[src/design/vsdd_pkg.sv]
// Shared types and constants of the visual servo drive decider.
// Used by vsdd_decide and visual_servo_drive_decider; depends on nothing.
package vsdd_pkg;

  // Configuration register indexes
  localparam int CFG_IDX_BITS = 3;
  typedef enum logic [CFG_IDX_BITS-1:0] {
    CFG_WINDOW_LEFT      = 3'd0,
    CFG_WINDOW_RIGHT     = 3'd1,
    CFG_TARGET_CENTER_X  = 3'd2,
    CFG_TARGET_WIDTH     = 3'd3,
    CFG_TARGET_SIZE      = 3'd4,
    CFG_CENTER_TOL       = 3'd5,
    CFG_SIZE_TOL         = 3'd6,
    CFG_STABLE_FRAMES    = 3'd7
  } cfg_reg_t;

  localparam int STABLE_BITS  = 10;
  localparam int SETTLED_BITS = 16;

  // Reset values before truncation to the coordinate width
  localparam int RST_WINDOW_RIGHT = 4095;
  localparam int RST_CENTER_X     = 2048;
  localparam int RST_TARGET_SIZE  = 155;

  typedef enum logic [3:0] {
    ACT_IDLE          = 4'd0,
    ACT_SEARCH_LEFT   = 4'd1,
    ACT_SEARCH_RIGHT  = 4'd2,
    ACT_BUCKET_SEARCH = 4'd3,
    ACT_BALL_LEFT     = 4'd4,
    ACT_BALL_RIGHT    = 4'd5,
    ACT_BUCKET_LEFT   = 4'd6,
    ACT_BUCKET_RIGHT  = 4'd7,
    ACT_FINE_LEFT     = 4'd8,
    ACT_FINE_RIGHT    = 4'd9,
    ACT_BALL_FWD      = 4'd10,
    ACT_BALL_BACK     = 4'd11,
    ACT_BUCKET_FWD    = 4'd12,
    ACT_BUCKET_BACK   = 4'd13,
    ACT_BALL_READY    = 4'd14,
    ACT_BUCKET_READY  = 4'd15
  } action_t;

  // Wheel speeds, signed percent
  localparam logic signed [7:0] SPD_MAX        = 8'sd100;
  localparam logic signed [7:0] SPD_SEARCH     = 8'sd30;
  localparam logic signed [7:0] SPD_COARSE     = 8'sd30;
  localparam logic signed [7:0] SPD_NEAR       = 8'sd12;
  localparam logic signed [7:0] SPD_FINE       = 8'sd8;
  localparam logic signed [7:0] SPD_BALL_FWD   = 8'sd35;
  localparam logic signed [7:0] SPD_BALL_SLOW  = 8'sd8;
  localparam logic signed [7:0] SPD_BUCKET_FWD = 8'sd25;
  localparam logic signed [7:0] SPD_BACK       = -8'sd12;
  localparam logic signed [7:0] SPD_BUCKET_SRCH = 8'sd12;

  typedef struct packed {
    logic signed [7:0] spd_left;
    logic signed [7:0] spd_right;
    action_t           action_code;
    logic              is_idle;
    logic              reached;
  } result_t;

endpackage

[src/design/vsdd_decide.sv]
// Combinational drive decision for one registered observation.
// Depends on vsdd_pkg; instantiated by visual_servo_drive_decider.
module vsdd_decide #(
  parameter int COORD_BITS = 12
) (
  input  logic                              visible,
  input  logic                              bucket,
  input  logic [COORD_BITS-1:0]             obs_x,
  input  logic [COORD_BITS-1:0]             box_width,
  input  logic [COORD_BITS-1:0]             box_height,
  input  logic [COORD_BITS-1:0]             window_left,
  input  logic [COORD_BITS-1:0]             window_right,
  input  logic [COORD_BITS-1:0]             center_x,
  input  logic [COORD_BITS-1:0]             near_width,
  input  logic [COORD_BITS-1:0]             stop_size,
  input  logic [COORD_BITS-1:0]             center_tol,
  input  logic [COORD_BITS-1:0]             size_tol,
  input  logic [vsdd_pkg::STABLE_BITS-1:0]  stable_needed,
  input  logic                              last_valid,
  input  logic [COORD_BITS-1:0]             last_x,
  input  logic [vsdd_pkg::SETTLED_BITS-1:0] settled,
  output vsdd_pkg::result_t                 result,
  output logic [vsdd_pkg::SETTLED_BITS-1:0] settled_nxt
);

  localparam int N  = COORD_BITS;
  localparam int W1 = N + 1;
  localparam int W2 = N + 2;
  localparam int W3 = N + 3;
  localparam int W5 = N + 5;

  logic [N-1:0]      pos;
  logic [N-1:0]      cx_err;
  logic [W2-1:0]     width_x3;
  logic [W1-1:0]     lim;
  logic              near;
  logic signed [7:0] turn_spd;
  logic              cx_below;
  logic              too_small;
  logic              too_big;
  logic              ball_slow;
  logic [W1-1:0]     pos_p1;
  logic              bucket_fwd;
  logic              bucket_far;
  logic              ready;
  logic [vsdd_pkg::SETTLED_BITS-1:0] settled_inc;
  logic signed [7:0] l_spd;
  logic signed [7:0] r_spd;
  vsdd_pkg::action_t act;

  always_comb begin
    if (bucket) begin
      pos = (box_width < box_height) ? box_width : box_height;
    end else begin
      pos = (box_width > box_height) ? box_width : box_height;
    end
  end

  assign cx_below = obs_x < center_x;
  assign cx_err   = cx_below ? (center_x - obs_x) : (obs_x - center_x);

  // Ball near limit is floor(3*w/2)
  assign width_x3 = W2'(near_width) + W2'({near_width, 1'b0});
  assign lim      = bucket ? W1'(near_width) : width_x3[W2-1:1];
  assign near     = W1'(cx_err) < lim;
  assign turn_spd = near ? vsdd_pkg::SPD_NEAR : vsdd_pkg::SPD_COARSE;

  assign too_small = (W1'(pos) + W1'(size_tol)) < W1'(stop_size);
  assign too_big   = W1'(pos) > (W1'(stop_size) + W1'(size_tol));
  // 8*pos > 10*size, halved on both sides
  assign ball_slow = W3'({pos, 2'b00}) > (W3'({stop_size, 2'b00}) + W3'(stop_size));

  // size < floor(2.1*target) done exactly as 10*(size+1) <= 21*target
  assign pos_p1     = W1'(pos) + W1'(1);
  assign bucket_fwd = (W5'(pos_p1) * W5'(10)) <= (W5'(stop_size) * W5'(21));
  assign bucket_far = W2'(pos) > (W2'(stop_size) * W2'(3));

  assign settled_inc = (&settled) ? settled : settled + 1'b1;

  always_comb begin
    l_spd = '0;
    r_spd = '0;
    act   = vsdd_pkg::ACT_IDLE;
    ready = 1'b0;
    if (!visible) begin
      if (bucket) begin
        l_spd = vsdd_pkg::SPD_BUCKET_SRCH;
        r_spd = -vsdd_pkg::SPD_BUCKET_SRCH;
        act   = vsdd_pkg::ACT_BUCKET_SEARCH;
      end else if (last_valid) begin
        if (last_x < center_x) begin
          l_spd = -vsdd_pkg::SPD_SEARCH;
          r_spd = vsdd_pkg::SPD_SEARCH;
          act   = vsdd_pkg::ACT_SEARCH_LEFT;
        end else begin
          l_spd = vsdd_pkg::SPD_SEARCH;
          r_spd = -vsdd_pkg::SPD_SEARCH;
          act   = vsdd_pkg::ACT_SEARCH_RIGHT;
        end
      end
    end else if (obs_x < window_left) begin
      l_spd = -turn_spd;
      r_spd = turn_spd;
      act   = bucket ? vsdd_pkg::ACT_BUCKET_LEFT : vsdd_pkg::ACT_BALL_LEFT;
    end else if (obs_x > window_right) begin
      l_spd = turn_spd;
      r_spd = -turn_spd;
      act   = bucket ? vsdd_pkg::ACT_BUCKET_RIGHT : vsdd_pkg::ACT_BALL_RIGHT;
    end else if (!bucket) begin
      if (cx_err > center_tol) begin
        if (cx_below) begin
          l_spd = -vsdd_pkg::SPD_FINE;
          r_spd = vsdd_pkg::SPD_FINE;
          act   = vsdd_pkg::ACT_FINE_LEFT;
        end else begin
          l_spd = vsdd_pkg::SPD_FINE;
          r_spd = -vsdd_pkg::SPD_FINE;
          act   = vsdd_pkg::ACT_FINE_RIGHT;
        end
      end else if (too_small) begin
        l_spd = ball_slow ? vsdd_pkg::SPD_BALL_SLOW : vsdd_pkg::SPD_BALL_FWD;
        r_spd = l_spd;
        act   = vsdd_pkg::ACT_BALL_FWD;
      end else if (too_big) begin
        l_spd = vsdd_pkg::SPD_BACK;
        r_spd = vsdd_pkg::SPD_BACK;
        act   = vsdd_pkg::ACT_BALL_BACK;
      end else begin
        act   = vsdd_pkg::ACT_BALL_READY;
        ready = 1'b1;
      end
    end else begin
      if (bucket_fwd) begin
        l_spd = vsdd_pkg::SPD_BUCKET_FWD;
        r_spd = vsdd_pkg::SPD_BUCKET_FWD;
        act   = vsdd_pkg::ACT_BUCKET_FWD;
      end else if (bucket_far) begin
        l_spd = vsdd_pkg::SPD_BACK;
        r_spd = vsdd_pkg::SPD_BACK;
        act   = vsdd_pkg::ACT_BUCKET_BACK;
      end else begin
        act   = vsdd_pkg::ACT_BUCKET_READY;
        ready = 1'b1;
      end
    end
  end

  assign settled_nxt = ready ? settled_inc : '0;

  assign result.spd_left    = l_spd;
  assign result.spd_right   = r_spd;
  assign result.action_code = act;
  assign result.is_idle     = (l_spd == 8'sd0) && (r_spd == 8'sd0);
  assign result.reached     = ready &&
                              (settled_inc > vsdd_pkg::SETTLED_BITS'(stable_needed));

endmodule

[src/design/visual_servo_drive_decider.sv]
// Top level of the visual servo drive decider: configuration registers,
// input register, tracking state and result register. Depends on vsdd_pkg and vsdd_decide.

// One observation per cycle unless out_stall holds the result register: a
// transfer is registered in the input register, decided by combinational
// compare logic and written to the result register as that register drains or
// is empty. The only feedback is the settled-frame counter and the last seen
// column, updated as each item moves into the result register. in_stall rises
// only while the input register is full and the result register cannot drain.
// cfg_ready is always high; write configuration only while the block is idle.
module visual_servo_drive_decider #(
  parameter int COORD_BITS = 12,
  localparam int CfgBits = (COORD_BITS > vsdd_pkg::STABLE_BITS) ?
                           COORD_BITS : vsdd_pkg::STABLE_BITS
) (
  input  logic                              clk,
  input  logic                              rst_n,

  input  logic                              cfg_valid,
  output logic                              cfg_ready,
  input  logic [vsdd_pkg::CFG_IDX_BITS-1:0] cfg_index,
  input  logic [CfgBits-1:0]                cfg_data,

  input  logic                              in_valid,
  output logic                              in_stall,
  input  logic                              in_target_visible,
  input  logic                              in_bucket_mode,
  input  logic [COORD_BITS-1:0]             in_target_x,
  input  logic [COORD_BITS-1:0]             in_box_width,
  input  logic [COORD_BITS-1:0]             in_box_height,

  output logic                              out_valid,
  input  logic                              out_stall,
  output logic signed [7:0]                 out_left_speed,
  output logic signed [7:0]                 out_right_speed,
  output logic [3:0]                        out_action_code,
  output logic                              out_is_idle,
  output logic                              out_reached
);

  // Configuration
  logic [COORD_BITS-1:0]            window_left_r;
  logic [COORD_BITS-1:0]            window_right_r;
  logic [COORD_BITS-1:0]            center_x_r;
  logic [COORD_BITS-1:0]            near_width_r;
  logic [COORD_BITS-1:0]            stop_size_r;
  logic [COORD_BITS-1:0]            center_tol_r;
  logic [COORD_BITS-1:0]            size_tol_r;
  logic [vsdd_pkg::STABLE_BITS-1:0] stable_needed_r;

  // Input register
  logic                  s1_vld_r;
  logic                  s1_visible_r;
  logic                  s1_bucket_r;
  logic [COORD_BITS-1:0] s1_x_r;
  logic [COORD_BITS-1:0] s1_w_r;
  logic [COORD_BITS-1:0] s1_h_r;

  // Tracking state
  logic [vsdd_pkg::SETTLED_BITS-1:0] settled_r;
  logic [vsdd_pkg::SETTLED_BITS-1:0] settled_nxt;
  logic                              last_valid_r;
  logic [COORD_BITS-1:0]             last_x_r;

  // Result register
  logic              out_vld_r;
  vsdd_pkg::result_t out_res_r;
  vsdd_pkg::result_t res_nxt;

  logic out_adv;
  logic s1_fire;
  logic in_fire;

  assign cfg_ready = 1'b1;

  always_ff @(posedge clk) begin
    if (!rst_n) begin
      window_left_r   <= '0;
      window_right_r  <= COORD_BITS'(vsdd_pkg::RST_WINDOW_RIGHT);
      center_x_r      <= COORD_BITS'(vsdd_pkg::RST_CENTER_X);
      near_width_r    <= '0;
      stop_size_r     <= COORD_BITS'(vsdd_pkg::RST_TARGET_SIZE);
      center_tol_r    <= '0;
      size_tol_r      <= '0;
      stable_needed_r <= '0;
    end else if (cfg_valid && cfg_ready) begin
      case (vsdd_pkg::cfg_reg_t'(cfg_index))
        vsdd_pkg::CFG_WINDOW_LEFT:     window_left_r   <= cfg_data[COORD_BITS-1:0];
        vsdd_pkg::CFG_WINDOW_RIGHT:    window_right_r  <= cfg_data[COORD_BITS-1:0];
        vsdd_pkg::CFG_TARGET_CENTER_X: center_x_r      <= cfg_data[COORD_BITS-1:0];
        vsdd_pkg::CFG_TARGET_WIDTH:    near_width_r    <= cfg_data[COORD_BITS-1:0];
        vsdd_pkg::CFG_TARGET_SIZE:     stop_size_r     <= cfg_data[COORD_BITS-1:0];
        vsdd_pkg::CFG_CENTER_TOL:      center_tol_r    <= cfg_data[COORD_BITS-1:0];
        vsdd_pkg::CFG_SIZE_TOL:        size_tol_r      <= cfg_data[COORD_BITS-1:0];
        vsdd_pkg::CFG_STABLE_FRAMES:
          stable_needed_r <= cfg_data[vsdd_pkg::STABLE_BITS-1:0];
        default: ;
      endcase
    end
  end

  // Handshake: the result register drains or is empty, so the input
  // register may advance in the same cycle.
  assign out_adv  = !out_vld_r || !out_stall;
  assign s1_fire  = s1_vld_r && out_adv;
  assign in_stall = s1_vld_r && !out_adv;
  assign in_fire  = in_valid && !in_stall;

  always_ff @(posedge clk) begin
    if (!rst_n) begin
      s1_vld_r <= 1'b0;
    end else if (in_fire) begin
      s1_vld_r <= 1'b1;
    end else if (s1_fire) begin
      s1_vld_r <= 1'b0;
    end
  end

  always_ff @(posedge clk) begin
    if (in_fire) begin
      s1_visible_r <= in_target_visible;
      s1_bucket_r  <= in_bucket_mode;
      s1_x_r       <= in_target_x;
      s1_w_r       <= in_box_width;
      s1_h_r       <= in_box_height;
    end
  end

  vsdd_decide #(
    .COORD_BITS (COORD_BITS)
  ) u_decide (
    .visible       (s1_visible_r),
    .bucket        (s1_bucket_r),
    .obs_x         (s1_x_r),
    .box_width     (s1_w_r),
    .box_height    (s1_h_r),
    .window_left   (window_left_r),
    .window_right  (window_right_r),
    .center_x      (center_x_r),
    .near_width    (near_width_r),
    .stop_size     (stop_size_r),
    .center_tol    (center_tol_r),
    .size_tol      (size_tol_r),
    .stable_needed (stable_needed_r),
    .last_valid    (last_valid_r),
    .last_x        (last_x_r),
    .settled       (settled_r),
    .result        (res_nxt),
    .settled_nxt   (settled_nxt)
  );

  // Commit tracking state as the item moves into the result register
  always_ff @(posedge clk) begin
    if (!rst_n) begin
      settled_r    <= '0;
      last_valid_r <= 1'b0;
      last_x_r     <= '0;
    end else if (s1_fire) begin
      settled_r <= settled_nxt;
      if (s1_visible_r) begin
        last_valid_r <= 1'b1;
        last_x_r     <= s1_x_r;
      end
    end
  end

  always_ff @(posedge clk) begin
    if (!rst_n) begin
      out_vld_r <= 1'b0;
    end else if (out_adv) begin
      out_vld_r <= s1_vld_r;
    end
  end

  always_ff @(posedge clk) begin
    if (s1_fire) begin
      out_res_r <= res_nxt;
    end
  end

  assign out_valid       = out_vld_r;
  assign out_left_speed  = out_res_r.spd_left;
  assign out_right_speed = out_res_r.spd_right;
  assign out_action_code = out_res_r.action_code;
  assign out_is_idle     = out_res_r.is_idle;
  assign out_reached     = out_res_r.reached;

  // Reached is only reported with a ready action
  a_reached_ready : assert property (@(posedge clk) disable iff (!rst_n)
    (out_vld_r && out_res_r.reached) |->
      (out_res_r.action_code == vsdd_pkg::ACT_BALL_READY ||
       out_res_r.action_code == vsdd_pkg::ACT_BUCKET_READY))
    else $error("reached without ready action");

  // A missing target clears the settled counter
  a_lost_clears : assert property (@(posedge clk) disable iff (!rst_n)
    (s1_fire && !s1_visible_r) |=> (settled_r == '0))
    else $error("settled count not cleared on lost target");

  // The input side stalls only while the input register is held
  a_stall_full : assert property (@(posedge clk) disable iff (!rst_n)
    in_stall |-> (s1_vld_r && out_vld_r && out_stall))
    else $error("input stalled without backpressure");

  // An item leaving the input register lands in the result register
  a_advance : assert property (@(posedge clk) disable iff (!rst_n)
    s1_fire |=> out_vld_r)
    else $error("item lost between stages");

  // Wheel commands stay within full scale
  a_speed_range : assert property (@(posedge clk) disable iff (!rst_n)
    out_vld_r |->
      (out_res_r.spd_left <= vsdd_pkg::SPD_MAX &&
       out_res_r.spd_left >= -vsdd_pkg::SPD_MAX &&
       out_res_r.spd_right <= vsdd_pkg::SPD_MAX &&
       out_res_r.spd_right >= -vsdd_pkg::SPD_MAX))
    else $error("wheel speed out of range");

endmodule

[config.mk]
export PLATFORM = sky130hd
export DESIGN_NAME = visual_servo_drive_decider
export DESIGN_NICKNAME = d
export VERILOG_FILES = /design/src/design/vsdd_pkg.sv /design/src/design/vsdd_decide.sv /design/src/design/visual_servo_drive_decider.sv
export SDC_FILE = /design/constraint.sdc
export NUM_CORES = 1
export LEC_CHECK = 0
export BUFFER_PORTS_ARGS = -buffer_cell sky130_fd_sc_hd__buf_4
export CAP_MARGIN = 20
export CORE_UTILIZATION = 50
export CTS_CLUSTER_DIAMETER = 30
export DETAILED_ROUTE_END_ITERATION = 6
export PLACE_DENSITY = 0.73
export SLEW_MARGIN = 20
export SYNTH_ARGS = -nofsm -noshare
export SYNTH_HDL_FRONTEND = slang
export SYNTH_SLANG_ARGS = --single-unit
[constraint.sdc]
create_clock -name clk -period 7.5 [get_ports clk]
set_clock_uncertainty 0.15 [all_clocks]
set_input_delay 1.875 -clock clk [delete_from_list [all_inputs] [get_ports clk]]
set_output_delay 1.875 -clock clk [all_outputs]
set_load 0.005 [all_outputs]
# Word-level counts from Yosys, hierarchy flattened
# Cells that the tools add are included.
dict set report op_classes {
  n_addsub 9
  multipliers 3
  n_lt_le_gt_ge 14
  eq_ne 7
  mux 57
  reduce_logical 24
}
# op count
set ops {}
lappend ops {{2-to-1 mux 8 bit} 22}
lappend ops {{< comparator 12 bit} 4}
lappend ops {{2-to-1 mux 12 bit} 4}
lappend ops {{greater-than comparator 12 bit} 3}
lappend ops {{2-to-1 mux 4 bit} 9}
lappend ops {{2-to-1 mux 16 bit} 2}
lappend ops {{adder 12 x 12 -> 13 bit} 2}
lappend ops {{subtractor 12 bit} 2}
lappend ops {{AND reduction 2 bit} 9}
lappend ops {{<= comparator 17 bit} 1}
lappend ops {{multiplier 12 x 5 -> 17 bit, second input constant} 1}
lappend ops {{adder 16 x 1 -> 16 bit, second input constant} 1}
lappend ops {{greater-than comparator 16 x 10 -> 1 bit} 1}
lappend ops {{logical NOT 8 bit} 2}
lappend ops {{multiplier 13 x 3 -> 16 bit, second input constant} 1}
lappend ops {{AND reduction 16 bit} 1}
lappend ops {{adder 14 x 12 -> 15 bit} 1}
lappend ops {{greater-than comparator 14 x 15 -> 1 bit} 1}
lappend ops {{adder 12 x 13 -> 14 bit} 1}
lappend ops {{greater-than comparator 12 x 14 -> 1 bit} 1}
lappend ops {{multiplier 12 x 2 -> 14 bit, second input constant} 1}
lappend ops {{adder 12 x 1 -> 13 bit, second input constant} 1}
lappend ops {{greater-than comparator 12 x 13 -> 1 bit} 1}
lappend ops {{< comparator 12 x 13 -> 1 bit} 1}
lappend ops {{other kinds (16)} 41}
dict set report word_totals {
  regBits 185
  in_bits 58
  output_inout_bits 25
  elab_cells 137
}

# Logic depth before layout (Yosys ltp)
# Gate-level depths: netlist (run 1).
dict set report logic_depth {
  word_depth 13
  depth_mapped 38
  mapped_depth_nobuf 36
}

# Modules after synthesis
# Synthesis (run 1) repeated with hierarchy kept, for this count alone.
dict set report hier_totals {
  hier_cells 1804
  area_unflattened_um2 15692.6
}
# module instances cells_per_inst area_per_inst_um2 seq_area_each_um2
set by_module_without_submodules {}
lappend by_module_without_submodules {vsdd_decide 1 1263 9591.7 0.0}
lappend by_module_without_submodules {visual_servo_drive_decider 1 541 6100.9 4304.1}

# Least setup slack after synthesis (run 1)
# Ideal clock, no wire load.
dict set report synth_path {
  path_kind {register to register}
  from {reg s1_w_r[2]}
  to {reg out_res_r, in the netlist out_left_speed[5] (data pin)}
  setup_ns 0.255
  arrival_time_ns 7.102
  t_required_ns 7.095
  slack_ns -0.007
  stages_incl_launch_ff 37
  n_path_buf 1
  period_less_slack_ns 7.507
  cell_sequence {edfxtp_1 > ha_1 > a21o_1 > a221o_1 > a221oi_2 > a32oi_2 > mux2i_2 > buf_4 > nor2_1 > a21oi_1 > inv_1 > nand2_1 > nor2_1 > xor2_1 > ha_1 > ha_1 > fa_1 > a21o_1 > a21oi_1 > o21bai_1 > a21oi_1 > nor2b_1 > o21a_1 > o21ai_0 > nand2b_1 > a21oi_1 > xnor2_1 > ha_1 > a21o_1 > a21o_1 > a21oi_1 > nand2_1 > o21ai_0 > nor3_1 > o31ai_1 > nand2_1 > a31o_1}
}
# item line
set synth_lines {}
lappend synth_lines {{start, declared} visual_servo_drive_decider.sv:56} ;# logic [COORD_BITS-1:0] s1_w_r;
lappend synth_lines {{start signal, assigned} visual_servo_drive_decider.sv:124} ;# s1_w_r <= in_box_width;
lappend synth_lines {{end signal, assigned} visual_servo_drive_decider.sv:177} ;# out_res_r <= res_nxt;
lappend synth_lines {{end, declared} visual_servo_drive_decider.sv:67} ;# vsdd_pkg::result_t out_res_r;

==> reports/metrics.cfg, run 1 <==
[hold_path]
hold_class = reg -> reg
worstHoldEndpoint = last_x_r[0]
hold_depth = 2
hp-start = last_x_r[0]

[die]
num_rows = 64
dieArea_um2 = 32300
io_pins = 83
die_y_um = 180
die_w_um = 180
core_area_um2 = 30800
start_util = 0.513

[grt]
grt.overflow.total = 0
grt_pass1_wl_mm = 66.9
grt_pass1_vias = 13200
track_usage = 0.258
grt_max_degree = 124
antenna_found_initial = 0

[detailed_routing]
drc_errors = 5
via_per_inst = 5.70
num_vias = 13300
first_pass_iters = 7
drtIter0Drc = 758
wl_mm = 40.9
routedWlPerCell_um = 17.6
antenna_left = 0

[logic_synthesis]
synth_area_per_cell_um2 = 8.58
synthArstFlopShare = 0
synth-compound-area-share = 0.202
yosys.area.top_type_share = 0.218
seq_area_frac_synth = 0.265
syn_area_um2 = 15800
yosys.area.top_type = ha_1
muxShareOfSynthArea = 0.0207
yosys_register_bits = 181
synth-simple-area-share = 0.153
synth_xor_area_frac = 0.0543
syn-num-nets = 2197
synth.area.top_cells = ha_1 (22%), dfxtp_1 (16%), edfxtp_1 (11%)
synthCells = 1842
ys_types = 78
synthAdderAreaFrac = 0.245
synth-edff-count = 56
synth_ff_type = dfxtp_1
yosysWarningCount = 0
synth_top_family_by_area = adder cells

[pwr]
switchingPower_w = 0.00110
switching_share = 0.350
power.share.clock = 0.272
p_leak_nw = 7.93
powerDensity_nw_per_um2 = 177
max-vdd-ir-drop_mv = 0.154
power.share.combinational = 0.382
power_frac_seq = 0.347
internal_power_w = 0.00204

[final_layout]
layout_commonest_cell = nand2_1
utilization = 0.574
num-fill-cells = 2712
area_growth_pct = 11.9
final_cell_mix = nand2_1 (277), ha_1 (274), inv_1 (168), dfxtp_1 (125), buf_4 (120)
final_layout_size_suffix_gt1_frac = 0.116
fin_area_um2 = 17700
largest-register = settled_r
multi_input_comb_area_um2 = 10900
antenna_cells = 0
largest_reg_flops = 16
final_nets = 2278
regArea_um2 = 4180

[critical_path]
crit_arrival_ps = 7180
slowest_stage = edfxtp_1
r2r-start = s1_w_r[2]
crit_path_max_fanout = 7
crit_required_ps = 7540
path_class = reg -> reg
rrSetupSlack_ps = 370
worst-path-buf-inv = 2
worst_setup_path_end_kind = register
crit_family = compound AO/OA/AOI/OAI gates
cp-start-kind = register
cpPeakStageDelay_ps = 390
reg2regPathDepth = 33
r2r-end = out_left_speed[4]

[run]
drv_cap = 0

[clock_network]
worstSkewPairLatency_ps = 440
cts_max_path_buffers = 2
ctsHtreeMaxLevel = 4
cts_made_buffers = 17
cts-root-buf = clkbuf_16
clk_pin_slew_worst_paths_ps = 70
cts_tree = yes
cts.sinks = 181

[timing]
slew_viol_final = 0
worst_pin_slew_ps = 1190
fin_crit_ps = 7130
fmax_ghz = 0.140
setup_tns_ps = 0
setup_viol = 0
final.period_utilization = 0.951
finalHoldViolCount = 0
holdWs_ps = 311
maxSlewHeadroom = 0.199

[placed_design]
routabilityCongestion = 0.925
dp_hpwl_mm = 32.0
numPortBuffers = 81
dpl_cell_area_um2 = 16900

[run_status]
outcome = finished, violations left
violations = DRC

what timing repair did:
| action | CTS | global route |
|---|---|---|
| gates cloned | 0 | 0 |
| hold buffers | 0 | 0 |
| endpoints found under the setup margin | 18 | 30 |
| gates resized for setup | 2 | 34 |
| pin swaps | 1 | 7 |
| buffers inserted | 2 | 5 |
Yosys cell counts (all sizes together), types with 24 or more instances:
library cell    n
nand2         278
ha            275
inv           169
dfxtp         125
a21oi         103
a21boi         95
o21ai          76
nor2           73
xnor2          72
edfxtp         56
a21o           54
clkbuf         41
nand3          32
nand4          32
xor2           26
nor2b          24
cells by family (layout without fill, tap and decap cells):
group	count (synthesis)	in the layout
fa+ha+maj	297	297
other cells	1	1
buf+inv	232	326
flops	181	181
mux	30	30
compound gates	472	472
simple gates	531	531
xor+xnor	98	98
worst max path at each step:
| stage | depth (start not counted) | end | start |
|---|---|---|---|
| final | 33 | out_left_speed[4] | s1_w_r[2] |
| after global routing | 34 | out_left_speed[5] | s1_h_r[1] |
| after CTS | 36 | out_left_speed[5] | s1_h_r[1] |
| after detailed placement | 35 | settled_r[14] | s1_h_r[1] |
| after global placement | 34 | settled_r[12] | s1_w_r[2] |
| after floorplan | 36 | out_left_speed[5] | s1_w_r[2] |
metrics by stage:
step	total power (W)	cells	worst slack (ps)
2_1_floorplan	0.00190	1842	107
3_3_place_gp	0.00219	2293	-66.3
3_5_place_dp	0.00223	2293	-357
4_1_cts	0.00309	2327	28.1
5_1_grt	0.00333	2332	-35.9
6_report	0.00314	2332	366
worst reg2reg max path: cells and delay by family, from the launching register on:
family          cells  cell delay (ps)
buf+inv             2              310
compound gates     16             3040
flops               1              390
xor+xnor            1              190
fa+ha+maj           5             1530
simple gates        7              690
mux                 2              600
power by group through the flow:
| stage | logic [W] | clock network (W) | registers, W |
|---|---|---|---|
| after floorplan | 0.000799 | 0 | 0.00110 |
| after global placement | 0.00108 | 0 | 0.00111 |
| after detailed placement | 0.00112 | 0 | 0.00111 |
| after CTS | 0.00114 | 0.000868 | 0.00109 |
| after global routing | 0.00134 | 0.000905 | 0.00109 |
| final | 0.00120 | 0.000852 | 0.00109 |
cell type report:
| cell class | count | area share |
|---|---|---|
| Multi-Input combinational cell | 1429 | 0.615 |
| Clock inverter | 13 | 0.00601 |
| Sequential cell | 181 | 0.236 |
| Inverter | 171 | 0.0363 |
| Tap cell | 396 | 0.0280 |
| Timing Repair Buffer | 123 | 0.0538 |
| Clock buffer | 19 | 0.0250 |
metal layers:
metal	wire (µm)	track usage	vias up
met4	1540	0.0966	0
met3	1720	0.0292	76
met2	19200	0.446	302
li1	-	-	6654
met1	18500	0.329	6256
met5	0	0	-
Note: power is estimated with default switching activity, not from simulation.
==> inputs of run 2 (changes only) <==
- CORE_MARGIN: default -> 2
==> reports/metrics.cfg, run 2 (same netlist as run 1, synthesis figures left out) <==
[timing]
fmax_ghz = 0.138  ; -1.4%
setup_tns_ps = 0  ; unchanged
final.period_utilization = 0.965  ; +0.0137
worst_pin_slew_ps = 1130  ; -60.9 ps
finalHoldViolCount = 0  ; unchanged
maxSlewHeadroom = 0.240  ; +0.0410
fin_ws_ps = 263  ; -103 ps
slew_viol_final = 0  ; unchanged
setup_viol = 0  ; unchanged
fin_crit_ps = 7240  ; +103 ps

[critical_path]
path_class = reg -> reg
crit_top_cell = a21oi_2
crit_required_ps = 7540  ; about the same
crit_arrival_ps = 7280  ; +100 ps
cp-start-kind = register
worst_setup_path_end_kind = register
cpPeakStageDelay_ps = 410  ; +20 ps
crit_path_max_fanout = 4  ; -3
slowest_stage = edfxtp_1

[placed_design]
numPortBuffers = 81  ; unchanged
dp_hpwl_mm = 31.9  ; -0.22%
dp_slack_ps = -278  ; +78.5 ps
routabilityCongestion = 0.923  ; -0.28%
dp_cells = 2297  ; +0.17%

[die]
core_area_um2 = 31300  ; +1.6%
start_util = 0.505  ; -0.00789
die_y_um = 182  ; +1.1%
num_rows = 65  ; +1.6%
io_pins = 83  ; unchanged
dieArea_um2 = 33100  ; +2.2%
die_w_um = 182  ; +1.1%

[final_layout]
final_cells = 2346  ; +0.60%
utilization = 0.571  ; -0.00312
final_nets = 2286  ; +0.35%
antenna_cells = 0  ; unchanged
largest-register = settled_r
final_cell_mix = nand2_1 (276), ha_1 (271), inv_1 (168), buf_4 (127), dfxtp_1 (125)
area_growth_pct = 13.1
layout_commonest_cell = nand2_1
largest_reg_flops = 16  ; unchanged
final_layout_size_suffix_gt1_frac = 0.124  ; +0.00775

[grt]
grt_pass1_vias = 13500  ; +1.8%
grt_max_degree = 122  ; -1.6%
antenna_found_initial = 0  ; unchanged
grt_pass1_wl_mm = 66.4  ; -0.78%
grt.overflow.total = 0  ; unchanged
track_usage = 0.251  ; -0.00676

[detailed_routing]
first_pass_iters = 7  ; unchanged
drc_errors = 0  ; -5
num_vias = 13500  ; +1.2%
via_per_inst = 5.73  ; +0.62%
antenna_left = 0  ; unchanged
wl_mm = 40.9  ; -0.21%
routedWlPerCell_um = 17.4  ; -0.81%
drtIter0Drc = 826  ; +9.0%

[pwr]
powerDensity_nw_per_um2 = 178  ; +0.58%
p_leak_nw = 7.98  ; +0.66%
max-vdd-ir-drop_mv = 0.156  ; +1.4%

[clock_network]
clk_pin_slew_worst_paths_ps = 80  ; about the same
cts_hold_buf = 0  ; unchanged
cts_max_path_buffers = 2  ; unchanged
cts_made_buffers = 17  ; unchanged
cts-root-buf = clkbuf_16
ctsHtreeMaxLevel = 4  ; unchanged
worstSkewPairLatency_ps = 450  ; about the same
cts.sinks = 181  ; unchanged
cts_tree = yes

[run_status]
outcome = finished, final reports clean

[run]
drv_cap = 0  ; unchanged

[hold_path]
hold_class = reg -> reg

[run 2: cell types whose count changed in the layout (fill, tap and decap cells not counted), sizes merged]
cell | previous run | this run
clkinvlp | 2 | 4
inv | 178 | 176
buf | 123 | 131
clkbuf | 19 | 17
clkinv | 4 | 6
[run 2: what timing repair did]
item	CTS	global route
pin swaps	3	19
buffers inserted	3	12
endpoints found under the setup margin	26	33
hold endpoints to repair	0	0
gates resized for setup	10	45
[run 2: worst max-delay path, delay by kind of cell, from the launching register on]
family | cells | cell delay (ps)
AOI/OAI and AO/OA | 15 | 2970
xor gates and xnor gates | 2 | 320
adders and majority gates | 5 | 1430
buffers and inverters | 2 | 300
DFF | 1 | 410
muxes | 2 | 450
and+or+nand+nor | 7 | 940
[run 2: routing by layer]
| layer | wire (µm) | global-route usage | share of wire |
|---|---|---|---|
| met1 | 17800 | 0.312 | 0.44 |
| met2 | 19700 | 0.440 | 0.48 |
| met3 | 1650 | 0.0261 | 0.040 |
| met4 | 1650 | 0.113 | 0.040 |
| met5 | 0 | 0 | 0 |
[run 2: area by class of cell]
cell class	count	area, µm²
timing repair buffer	131	1020
sequential	181	4180
inverter	171	642
clock buffer	17	425
clock inverter	15	141
multi-input combinational	1429	11000
tap	402	503
fill	2717	13400
[run 2: final timing paths]
check | start | endpoint | slack (ps) | depth (start not counted)
min reg2reg | stable_needed_r[4] | stable_needed_r[4] | 310 | 2
max reg2reg | s1_w_r[2] | out_is_idle | 260 | 33
max | s1_w_r[2] | out_is_idle | 260 | 33
min | stable_needed_r[4] | stable_needed_r[4] | 310 | 2
[run 2: through the flow]
stage / area (µm²) / total power [W] / hold slack [ps]
2_1_floorplan: 15800 / 0.00190 / 288
3_3_place_gp: 16900 / 0.00218 / 304
3_5_place_dp: 16900 / 0.00222 / 310
4_1_cts: 17500 / 0.00312 / 322
5_1_grt: 17900 / 0.00339 / 329
6_report: 17900 / 0.00319 / 313
[run 2: power breakdown]
part	switching [W]	total (W)	internal, W
registers	0.0000360	0.00109	0.00105
logic	0.000665	0.00123	0.000561
clock network	0.000433	0.000872	0.000439
total	0.00113	0.00319	0.00205
